File: config.mk
export PLATFORM = sky130hd
export DESIGN_NAME = cpag_ctrl
export DESIGN_NICKNAME = d
export VERILOG_FILES = /design/src/hw/rtl/cpag_pkg.sv /design/src/hw/rtl/cpag_ctrl.sv
export SDC_FILE = /design/constraint.sdc
export NUM_CORES = 1
export LEC_CHECK = 0
export ABC_AREA = 1
export BUFFER_PORTS_ARGS = -buffer_cell sky130_fd_sc_hd__buf_2
export CAP_MARGIN = 20
export CELL_PAD_IN_SITES_DETAIL_PLACEMENT = 0
export CELL_PAD_IN_SITES_GLOBAL_PLACEMENT = 1
export CORE_MARGIN = 1.5
export CORE_UTILIZATION = 34
export CTS_CLUSTER_SIZE = 40
export DETAILED_ROUTE_END_ITERATION = 16
export GPL_TIMING_DRIVEN = 0
export PLACE_DENSITY = 0.76
export SLEW_MARGIN = 20
export SYNTH_ARGS = -nofsm -noshare
export SYNTH_HDL_FRONTEND = slang
export SYNTH_SLANG_ARGS = --single-unit
File: constraint.sdc
create_clock -name clk -period 1.67 [get_ports clk]
set_input_delay 0.0835 -clock clk [delete_from_list [all_inputs] [get_ports clk]]
set_output_delay 0.0835 -clock clk [all_outputs]
set_load 0.005 [all_outputs]
File: src/hw/rtl/cpag_pkg.sv
package cpag_pkg;

  localparam int ADDR_W     = 48;
  localparam int IDX_W      = 32;
  localparam int DIV_W      = 50;
  localparam int DVS_W      = 13;
  localparam int DIV_CNT_W  = 6;
  localparam int MUL_A_W    = 32;
  localparam int MUL_B_W    = 24;
  localparam int PROD_W     = MUL_A_W + MUL_B_W;
  localparam int CFG_IDX_W  = 3;
  localparam int CFG_DATA_W = 16;
  localparam int IN_DATA_W  = 160;
  localparam int OUT_DATA_W = 432;
  localparam int OUT_USER_W = 2;
  localparam int BUF_N      = 8;

  localparam logic [ADDR_W-1:0] OFS_STEP = ADDR_W'(8);

  typedef enum logic [CFG_IDX_W-1:0] {
    CFG_IMAGE_SIZE    = 3'd0,
    CFG_KERNEL_SIZE   = 3'd1,
    CFG_CHANNEL_COUNT = 3'd2,
    CFG_STEP_SIZE     = 3'd3,
    CFG_KERNEL_COUNT  = 3'd4,
    CFG_IMAGE_COUNT   = 3'd5,
    CFG_UNIT_SPACING  = 3'd6
  } cfg_reg_t;

  typedef enum logic [2:0] {
    OP_NONE, OP_LOAD, OP_KER, OP_COL, OP_SROW, OP_NROW, OP_STORE, OP_FINISH
  } dp_op_t;

  typedef enum logic [2:0] {
    DV_RANK, DV_KIDX, DV_QS, DV_COLQS, DV_ROWQS
  } div_src_t;

  typedef enum logic [1:0] {
    DS_KC, DS_IMG, DS_SP
  } div_dvs_t;

  typedef enum logic [3:0] {
    MU_NONE, MU_DIMX, MU_KK, MU_DIMY, MU_DIMF,
    MU_IMGLO, MU_IMGHI, MU_ROW, MU_COL, MU_KLO, MU_KHI
  } mul_op_t;

  typedef enum logic [1:0] {
    RK_START, RK_DONE, RK_GROUP
  } res_kind_t;

  typedef struct packed {
    dp_op_t    op;
    logic      div_start;
    div_src_t  div_src;
    div_dvs_t  div_dvs;
    mul_op_t   mul_op;
    logic      ld_out;
    res_kind_t out_kind;
  } cmd_t;

  typedef struct packed {
    logic div_done;
    logic sp_zero;
    logic fin;
    logic fill_last;
    logic walk_over;
    logic out_free;
  } sts_t;

endpackage

File: src/hw/rtl/cpag_ctrl.sv
module cpag_ctrl (
  input  logic           clk,
  input  logic           rst_n,
  input  logic           in_valid,
  input  logic           in_func,
  output logic           in_ready,
  input  cpag_pkg::sts_t sts,
  output cpag_pkg::cmd_t cmd
);

  typedef enum logic [4:0] {
    IDLE,
    S_W1, S_KER, S_P, S_W2, S_COL, S_Q, S_W3, S_ROW,
    D_DIMX, D_KK, D_DIMY, D_DIMF,
    N_KIDX, N_W1, N_KER, N_X, N_W2, N_COL, N_Y, N_W3, N_ROW, N_CHK,
    A_IMGLO, A_IMGHI, A_ROW, A_COL, A_KLO, A_KHI, A_DRAIN, A_STORE,
    RESP
  } state_t;

  state_t              state_r, state_nxt;
  cpag_pkg::res_kind_t kind_r, kind_nxt;

  always_comb begin
    state_nxt    = state_r;
    kind_nxt     = kind_r;
    in_ready     = 1'b0;
    cmd.op       = cpag_pkg::OP_NONE;
    cmd.div_start = 1'b0;
    cmd.div_src  = cpag_pkg::DV_KIDX;
    cmd.div_dvs  = cpag_pkg::DS_KC;
    cmd.mul_op   = cpag_pkg::MU_NONE;
    cmd.ld_out   = 1'b0;
    cmd.out_kind = kind_r;
    case (state_r)
      IDLE: begin
        in_ready = 1'b1;
        if (in_valid) begin
          if (!in_func) begin
            cmd.op        = cpag_pkg::OP_LOAD;
            cmd.div_start = 1'b1;
            cmd.div_src   = cpag_pkg::DV_RANK;
            state_nxt     = S_W1;
          end else if (sts.walk_over) begin
            kind_nxt  = cpag_pkg::RK_DONE;
            state_nxt = RESP;
          end else begin
            state_nxt = D_DIMX;
          end
        end
      end
      S_W1: if (sts.div_done) state_nxt = S_KER;
      S_KER: begin
        cmd.op    = cpag_pkg::OP_KER;
        state_nxt = S_P;
      end
      S_P: begin
        cmd.div_start = 1'b1;
        cmd.div_src   = cpag_pkg::DV_QS;
        cmd.div_dvs   = cpag_pkg::DS_IMG;
        state_nxt     = S_W2;
      end
      S_W2: if (sts.div_done) state_nxt = S_COL;
      S_COL: begin
        cmd.op    = cpag_pkg::OP_COL;
        state_nxt = S_Q;
      end
      S_Q: begin
        cmd.div_start = 1'b1;
        cmd.div_src   = cpag_pkg::DV_QS;
        cmd.div_dvs   = cpag_pkg::DS_IMG;
        state_nxt     = S_W3;
      end
      S_W3: if (sts.div_done) state_nxt = S_ROW;
      S_ROW: begin
        cmd.op    = cpag_pkg::OP_SROW;
        kind_nxt  = cpag_pkg::RK_START;
        state_nxt = RESP;
      end
      // element counts for this request
      D_DIMX: begin
        cmd.mul_op = cpag_pkg::MU_DIMX;
        state_nxt  = D_KK;
      end
      D_KK: begin
        cmd.mul_op = cpag_pkg::MU_KK;
        state_nxt  = D_DIMY;
      end
      D_DIMY: begin
        cmd.mul_op = cpag_pkg::MU_DIMY;
        state_nxt  = D_DIMF;
      end
      D_DIMF: begin
        cmd.mul_op = cpag_pkg::MU_DIMF;
        state_nxt  = N_KIDX;
      end
      // carry filter -> col -> row -> image
      N_KIDX: begin
        cmd.div_start = 1'b1;
        cmd.div_src   = cpag_pkg::DV_KIDX;
        cmd.div_dvs   = cpag_pkg::DS_KC;
        state_nxt     = N_W1;
      end
      N_W1: if (sts.div_done) state_nxt = N_KER;
      N_KER: begin
        cmd.op    = cpag_pkg::OP_KER;
        state_nxt = N_X;
      end
      N_X: begin
        if (sts.sp_zero) begin
          cmd.op    = cpag_pkg::OP_FINISH;
          kind_nxt  = cpag_pkg::RK_DONE;
          state_nxt = RESP;
        end else begin
          cmd.div_start = 1'b1;
          cmd.div_src   = cpag_pkg::DV_COLQS;
          cmd.div_dvs   = cpag_pkg::DS_SP;
          state_nxt     = N_W2;
        end
      end
      N_W2: if (sts.div_done) state_nxt = N_COL;
      N_COL: begin
        cmd.op    = cpag_pkg::OP_COL;
        state_nxt = N_Y;
      end
      N_Y: begin
        cmd.div_start = 1'b1;
        cmd.div_src   = cpag_pkg::DV_ROWQS;
        cmd.div_dvs   = cpag_pkg::DS_SP;
        state_nxt     = N_W3;
      end
      N_W3: if (sts.div_done) state_nxt = N_ROW;
      N_ROW: begin
        cmd.op    = cpag_pkg::OP_NROW;
        state_nxt = N_CHK;
      end
      N_CHK: begin
        if (sts.fin) begin
          cmd.op    = cpag_pkg::OP_FINISH;
          kind_nxt  = cpag_pkg::RK_DONE;
          state_nxt = RESP;
        end else begin
          state_nxt = A_IMGLO;
        end
      end
      A_IMGLO: begin
        cmd.mul_op = cpag_pkg::MU_IMGLO;
        state_nxt  = A_IMGHI;
      end
      A_IMGHI: begin
        cmd.mul_op = cpag_pkg::MU_IMGHI;
        state_nxt  = A_ROW;
      end
      A_ROW: begin
        cmd.mul_op = cpag_pkg::MU_ROW;
        state_nxt  = A_COL;
      end
      A_COL: begin
        cmd.mul_op = cpag_pkg::MU_COL;
        state_nxt  = A_KLO;
      end
      A_KLO: begin
        cmd.mul_op = cpag_pkg::MU_KLO;
        state_nxt  = A_KHI;
      end
      A_KHI: begin
        cmd.mul_op = cpag_pkg::MU_KHI;
        state_nxt  = A_DRAIN;
      end
      A_DRAIN: state_nxt = A_STORE;
      A_STORE: begin
        cmd.op = cpag_pkg::OP_STORE;
        if (sts.fill_last) begin
          kind_nxt  = cpag_pkg::RK_GROUP;
          state_nxt = RESP;
        end else begin
          state_nxt = N_KIDX;
        end
      end
      RESP: begin
        // hold until the output register frees up
        if (sts.out_free) begin
          cmd.ld_out = 1'b1;
          state_nxt  = IDLE;
        end
      end
      default: state_nxt = IDLE;
    endcase
  end

  always_ff @(posedge clk) begin
    if (!rst_n) begin
      state_r <= IDLE;
      kind_r  <= cpag_pkg::RK_START;
    end else begin
      state_r <= state_nxt;
      kind_r  <= kind_nxt;
    end
  end

endmodule

== Word-level counts from Yosys, hierarchy flattened ==
Cells that the tools add are included.

* Multiplexer cells: 33
* Reduce and logical (&&, ||, !) cells: 7
* Eq/ne operators: 44

{| class="wikitable"
|+ Operator list
! cell !! count
|-
| $pmux W5 S32 || 1
|-
| $eq A5 B5 Y1 const B || 16
|-
| $mux W5 || 13
|-
| $eq A5 B4 Y1 const B || 8
|-
| $pmux W4 S10 || 1
|-
| $ne A2 B2 Y1 const B || 13
|-
| $pmux W3 S8 || 1
|-
| $eq A5 B3 Y1 const B || 4
|-
| $pmux W4 S5 || 1
|-
| $mux W2 || 6
|-
| $eq A5 B2 Y1 const B || 2
|-
| $pmux W2 S5 || 1
|-
| $mux W4 || 2
|-
| $reduce_and A8 Y1 || 1
|-
| $reduce_and A7 Y1 || 1
|-
| $mux W3 || 2
|-
| $mux W6 || 1
|-
| $pmux W2 S3 || 1
|-
| $reduce_or A2 Y1 || 3
|-
| $eq A5 B1 Y1 const B || 1
|-
| $logic_not A5 Y1 || 1
|-
| $reduce_bool A5 Y1 || 1
|-
| $mux W1 || 3
|}

* Register bits after elaboration: 7
* Bits of input ports: 10
* Output and inout port bits: 17

== Depth between registers and ports, before layout ==
Gate-level depths: netlist (run 1).

* Word-level depth: 4
* Mapped depth: 10

== Least setup slack after synthesis (run 1) ==
Ideal clock, no wire load.

* Path type: flip-flop to flip-flop
* Start: register state_r[3]
* End: register state_r[4]
* Required time: 1.558 ns
* Arrival: 1.235 ns
* Clock period less this slack: 1.347 ns
* Stages on the path, launching flop included: 11
* Library setup time: 0.112 ns
* Buffers on the path: 0
* Path slack: 0.323 ns
* Path through: dfxtp_1 nor2_1 nand2_4 nor2_8 nand2_4 nand2_2 nor2_4 nand2_4 nand2_1 nand2_1 nor2_1

* Cells in the longest elaborated chain, start to end: 3

{| class="wikitable"
|+ RTL lines
! item !! line !! text
|-
| start, declared || cpag_ctrl.sv:20 || <nowiki>state_t state_r, state_nxt;</nowiki>
|-
| start signal, assigned || cpag_ctrl.sv:195 || <nowiki>state_r <= state_nxt;</nowiki>
|-
| $eq A5 B1 Y1 (tied with other cells) || cpag_ctrl.sv:34 || <nowiki>case (state_r)</nowiki>
|-
| $ne A2 B2 Y1 (no source line) || -- ||
|-
| $reduce_and A8 Y1 (no source line) || -- ||
|}

Parallel ways exist; a longest one is shown, timed or not.
A chain may end at the register's enable or synchronous reset.

==> impl_metrics.yaml, run 1 <==
detailed_routing:
  vias_per_cell: 5.29
  wl_per_cell_um: 13.2
  ant_nets: 0
  drtIter0Drc: 63
  vias: 1369
  drc_errors: 0
  wl_um: 3430
  dr.pass1.iters: 4
clock_tree:
  cts.path.max_buffers: 2
  clk_latency_ps: 240
  htreeDepth: 1
  cts_tree: "done"
  postCtsHoldBufs: 0
  cts_root_buf: "clkbuf_4"
  clk_pin_slew_ps: 50
  cts_buffers: 3
  clock_sinks: 7
sta:
  drv_slew: 0
  hold_viol_final: 0
  min_period_over_period: 0.974
  worstMarginPinSlew_ps: 256
  max_freq_mhz: 615
  skew_ps: 1.90
  fin_ws_ps: 44.1
  tns_ps: 0
  setup_viol: 0
  period_needed_ps: 1630
  slew_headroom: 0.829
  grt_setup_unrepaired: "true"
synth:
  synth_flop_cell: "dfxtp_1"
  ys_seq_area_frac: 0.142
  synth_top_family_by_area: "simple AND/OR/NAND/NOR gates"
  netlist-cell-type-count: 26
  syn_nets: 194
  synth_xor_xnor_area_share: 0
  yosys.area_share.simple: 0.692
  yosys-mux-area-fraction: 0
  ys_seq_elements: 7
  netlist_area_um2: 990
  yosys.area_share.adder: 0
  synth_compound_area_frac: 0.0708
  synthCells: 184
  postSynthAreaPerCell_um2: 5.38
  ys_async_sr_fraction: 0
  synth-edff-count: 0
  yosys_warnings: 0
run_status:
  outcome: "completed"
global_route:
  grt_pass1_vias: 1131
  overflow: 0
  grt_use_met2: 0.310
  track_usage: 0.189
  grt_start_max_net_pins: 11
  top_usage_layer: "met2"
  use_met3: 0.0204
  antenna_found_initial: 0
  grtUsageMet1: 0.265
  grt_pass1_wl_um: 5010
final_layout:
  utilization: 0.514
  area_growth_pct: 43.2
  most-common-layout-cells: "nand2_1, buf_2, nand3_1"
  nNetsFinal: 239
  diodes: 0
  mostFrequentLayoutCell: "nand2_1"
  drive_gt1_frac: 0.390
  fin_area_mm2: 0.00142
pwr:
  vdd_drop_max_v: 0.00103
  power_mw: 2.33
  powerDensity_mw_per_mm2: 1640
  cellLeakagePower_nw: 0.810
die:
  die_x_um: 57.0
  io_pins: 27
  die_h_um: 57.0
  start_util: 0.359
  core_mm2: 0.00276
  std_cell_rows: 19
  die-area_mm2: 0.00324
critical_path:
  end_kind: "output pin"
  critPathLaunchType: "flip-flop"
  crit_fanout: 6
  arrival_ps: 1540
  rr_worst_depth: 10
  crit_required_ps: 1590
  criticalPathCategory: "flip-flop to output pin"
placement:
  place_ws_ps: 56.9
  port_buffers: 26
  place_congestion: 0.932
  place_hpwl_um: 2490
  dpl_cell_area_mm2: 0.00116
flow_run:
  maxCapViolations: 0
hold_path:
  hold_path.class: "input port to flip-flop"
  hold_depth: 3
## per-layer routing
| layer | wire [um] | up-vias |
|---|---|---|
| li1 | - | 693 |
| met1 | 1470 | 615 |
| met2 | 1700 | 56 |
| met3 | 220 | 5 |
| met4 | 38 | 0 |
| met5 | 0 | - |
## worst max-delay path: stages (launching register included)
cell,delay [ps]
dfxtp_4,430
inv_4,70
nor2_4,190
nand3_2,170
nor2_4,130
nor2_1,70
o2111ai_1,80
buf_2,150
## flip-flops by register name (all words and copies together), names as in the netlist
| register | cells |
|---|---|
| state_r | 5 |
| kind_r | 2 |
## cells in the mapped netlist, types with 2 or more instances
cell | count | area, um^2
inv_2 | 3 | 11.3
o21ai_0 | 2 | 10.0
o2111ai_1 | 2 | 17.5
dfxtp_1 | 7 | 140
nand2_1 | 55 | 206
nor2_1 | 32 | 120
nand3_1 | 28 | 140
nand2_4 | 3 | 33.8
nand2_2 | 4 | 25.0
nor3_1 | 4 | 20.0
inv_1 | 18 | 67.6
nor2_4 | 4 | 45.0
a21oi_1 | 3 | 15.0
nand4_1 | 7 | 43.8
## kinds of logic after synthesis
| group | count (synthesis) |
|---|---|
| DFF | 7 |
| buffers and inverters | 24 |
| and+or+nand+nor | 142 |
| AOI/OAI and AO/OA | 11 |
## worst paths after layout
path	start	to	slack, ps
max	state_r[1]	cmd[14]	40
min	rst_n	state_r[4]	90
max reg2reg	state_r[4]	state_r[3]	140
min reg2reg	kind_r[1]	kind_r[1]	460
## final cells by class
cell class / count / area, um^2
Tap cell: 31 / 38.8
Fill cell: 292 / 1340
Clock buffer: 4 / 26.3
Multi-Input combinational cell: 153 / 840
Inverter: 21 / 88.8
Buffer: 3 / 37.5
Sequential cell: 7 / 154
Timing Repair Buffer: 40 / 233
## report_power, final
| group | switching [mW] | internal [mW] |
|---|---|---|
| Sequential | 0.129 | 0.250 |
| Combinational | 1.08 | 0.720 |
| Clock | 0.0574 | 0.0908 |
| Total | 1.27 | 1.06 |
## repair_timing
item                       CTS  global route
buffers inserted             0            13
hold endpoints to repair     0             0
gates resized for setup     15            31
setup endpoints to repair    5            11
cloned                       0             1
pin swaps                    0             6
## metrics by stage
step | std cells | hold WS, ps
2_1_floorplan | 184 | 209
3_3_place_gp | 241 | 355
3_5_place_dp | 241 | 359
4_1_cts | 245 | 92.8
5_1_grt | 259 | 97.7
6_report | 259 | 92.5
No activity file was read; power rests on OpenSTA's default activity.
==> run 2, diff against run 1 <==
- CORE_UTILIZATION: 34 -> 30
- PLACE_DENSITY: 0.76 -> 0.68
==> run 2 against run 1 <==
Effect of this change:
- non-clock buffer count fell by 2
- cell area rose by 0.88%
- clock-buffer cell count did not move
- largest power group unchanged
==> impl_metrics.yaml, run 2 (synthesis gave the netlist of run 1 again) <==
final_layout:
  largest_reg_flops: 5
  area_growth_pct: 44.5
  finalNonFillerCells: 270
  top_regs: "state_r: 5 flops, kind_r: 2 flops"
  nNetsFinal: 237
  drive_gt1_frac: 0.376
  mostFrequentLayoutCell: "nand2_1"
  diodes: 0
  utilization: 0.461
  top_register: "state_r"
  most-common-layout-cells: "nand2_1, buf_2, nand3_1"
  fillCellCount: 375
die:
  core_mm2: 0.00310
  die_h_um: 60.4
  die_x_um: 60.4
  io_pins: 27
  start_util: 0.319
  std_cell_rows: 20
  die-area_mm2: 0.00365
detailed_routing:
  vias_per_cell: 4.97
  vias: 1342
  ant_nets: 0
  drtIter0Drc: 47
  wl_um: 3390
  wl_per_cell_um: 12.6
  dr.pass1.iters: 4
  drc_errors: 0
critical_path:
  r2r_start: "state_r[4]"
  crit_fanout: 10
  criticalPathCategory: "flip-flop to output pin"
  critPathLaunchType: "flip-flop"
  arrival_ps: 1550
  end_kind: "output pin"
  rr_worst_depth: 10
  r2r_slack_ps: 100
  timing.rr.end: "state_r[3]"
  crit_required_ps: 1590
sta:
  slew_headroom: 0.827
  max_freq_mhz: 612
  hold_viol_final: 0
  min_period_over_period: 0.978
  grt_setup_unrepaired: "true"
  setup_viol: 0
  period_needed_ps: 1630
  worstMarginPinSlew_ps: 258
  skew_ps: 4.10
  drv_slew: 0
hold_path:
  worstHoldStart: "rst_n"
  whs_endpoint: "state_r[1]"
  hold_depth: 3
  hold_path.class: "input port to flip-flop"
clock_tree:
  cts_tree: "done"
  cts_buffers: 3
  clk_pin_slew_ps: 60
  clk_latency_ps: 260
  cts.path.max_buffers: 2
  htreeDepth: 1
  clock_sinks: 7
  cts_root_buf: "clkbuf_4"
global_route:
  grt_pass1_vias: 1134
  overflow: 0
  track_usage: 0.185
  grt_start_max_net_pins: 11
  grt_pass1_wl_um: 5180
  antenna_found_initial: 0
placement:
  place_congestion: 0.870
  dp.cells: 254
  place_hpwl_um: 2650
  port_buffers: 26
run_status:
  outcome: "completed"
pwr:
  powerDensity_mw_per_mm2: 1600
  cellLeakagePower_nw: 0.800
  sw_frac_of_total: 0.548
  clkPwrFrac: 0.070
  power.switching_mw: 1.26
  vdd_drop_max_v: 0.000471
  power_frac_comb: 0.768
  power_frac_seq: 0.162
  intPower_mw: 1.04
flow_run:
  maxCapViolations: 0
run 2: worst max-delay path, stage by stage, from the launching register on:
cell and delay [ps]:
dfxtp_1 300, buf_6 150, buf_4 180, nand4_1 170, inv_2 70, nor2_2 150
o2111ai_1 130, buf_2 150
run 2: worst max path at each step:
stage                from  cells past startpoint  slack, ps         end
6_report       state_r[4]                      7         40     cmd[13]
5_1_grt        state_r[0]                      8        -50      cmd[9]
4_1_cts        state_r[3]                      8          6      cmd[9]
3_5_place_dp   state_r[0]                      8         20      cmd[9]
3_3_place_gp   state_r[0]                      8          5      cmd[9]
2_1_floorplan  state_r[3]                     10        320  state_r[4]
run 2: power groups by stage:
| stage | logic [mW] | registers (mW) | clock network (mW) |
|---|---|---|---|
| after floorplan | 1.08 | 0.299 | 0 |
| after global placement | 1.47 | 0.323 | 0 |
| after detailed placement | 1.46 | 0.322 | 0 |
| after CTS | 1.54 | 0.363 | 0.161 |
| after global routing | 1.95 | 0.384 | 0.173 |
| final | 1.76 | 0.373 | 0.160 |
run 2: repair_timing:
| action | CTS | global route |
|---|---|---|
| setup buffers | 0 | 12 |
| gates resized for setup | 24 | 22 |
| endpoints found under the setup margin | 6 | 7 |
| pin swaps | 0 | 6 |
| hold buffers | 0 | 0 |
run 2: stage by stage:
| step | power, mW | hold WS [ps] | area (um^2) | setup TNS (ps) | setup WS [ps] |
|---|---|---|---|---|---|
| floorplan | 1.38 | 209 | 990 | 0 | 323 |
| global placement | 1.80 | 358 | 1170 | 0 | 5.13 |
| detailed placement | 1.79 | 359 | 1170 | 0 | 15.5 |
| CTS | 2.07 | 81.6 | 1260 | 0 | 5.86 |
| global route | 2.50 | 83.3 | 1430 | -77.0 | -45.9 |
| finish | 2.29 | 87.1 | 1430 | 0 | 36.5 |
run 2: area by class of cell:
class / instances / area, um^2 / area share
Sequential cell: 7 / 153 / 0.107
Buffer: 3 / 33.8 / 0.0236
Tap cell: 44 / 55.1 / 0.0385
Timing Repair Buffer: 38 / 224 / 0.157
Multi-Input combinational cell: 153 / 847 / 0.592
Clock buffer: 4 / 26.3 / 0.0184
Inverter: 21 / 91.3 / 0.0639
run 2: per-layer routing:
metal | global-route usage | vias up | part of all wire
met2 | 0.314 | 43 | 0.49
met5 | 0 | - | 0
li1 | - | 686 | -
met1 | 0.258 | 613 | 0.45
met3 | 0.0277 | 0 | 0.055
met4 | 0.0155 | 0 | 0
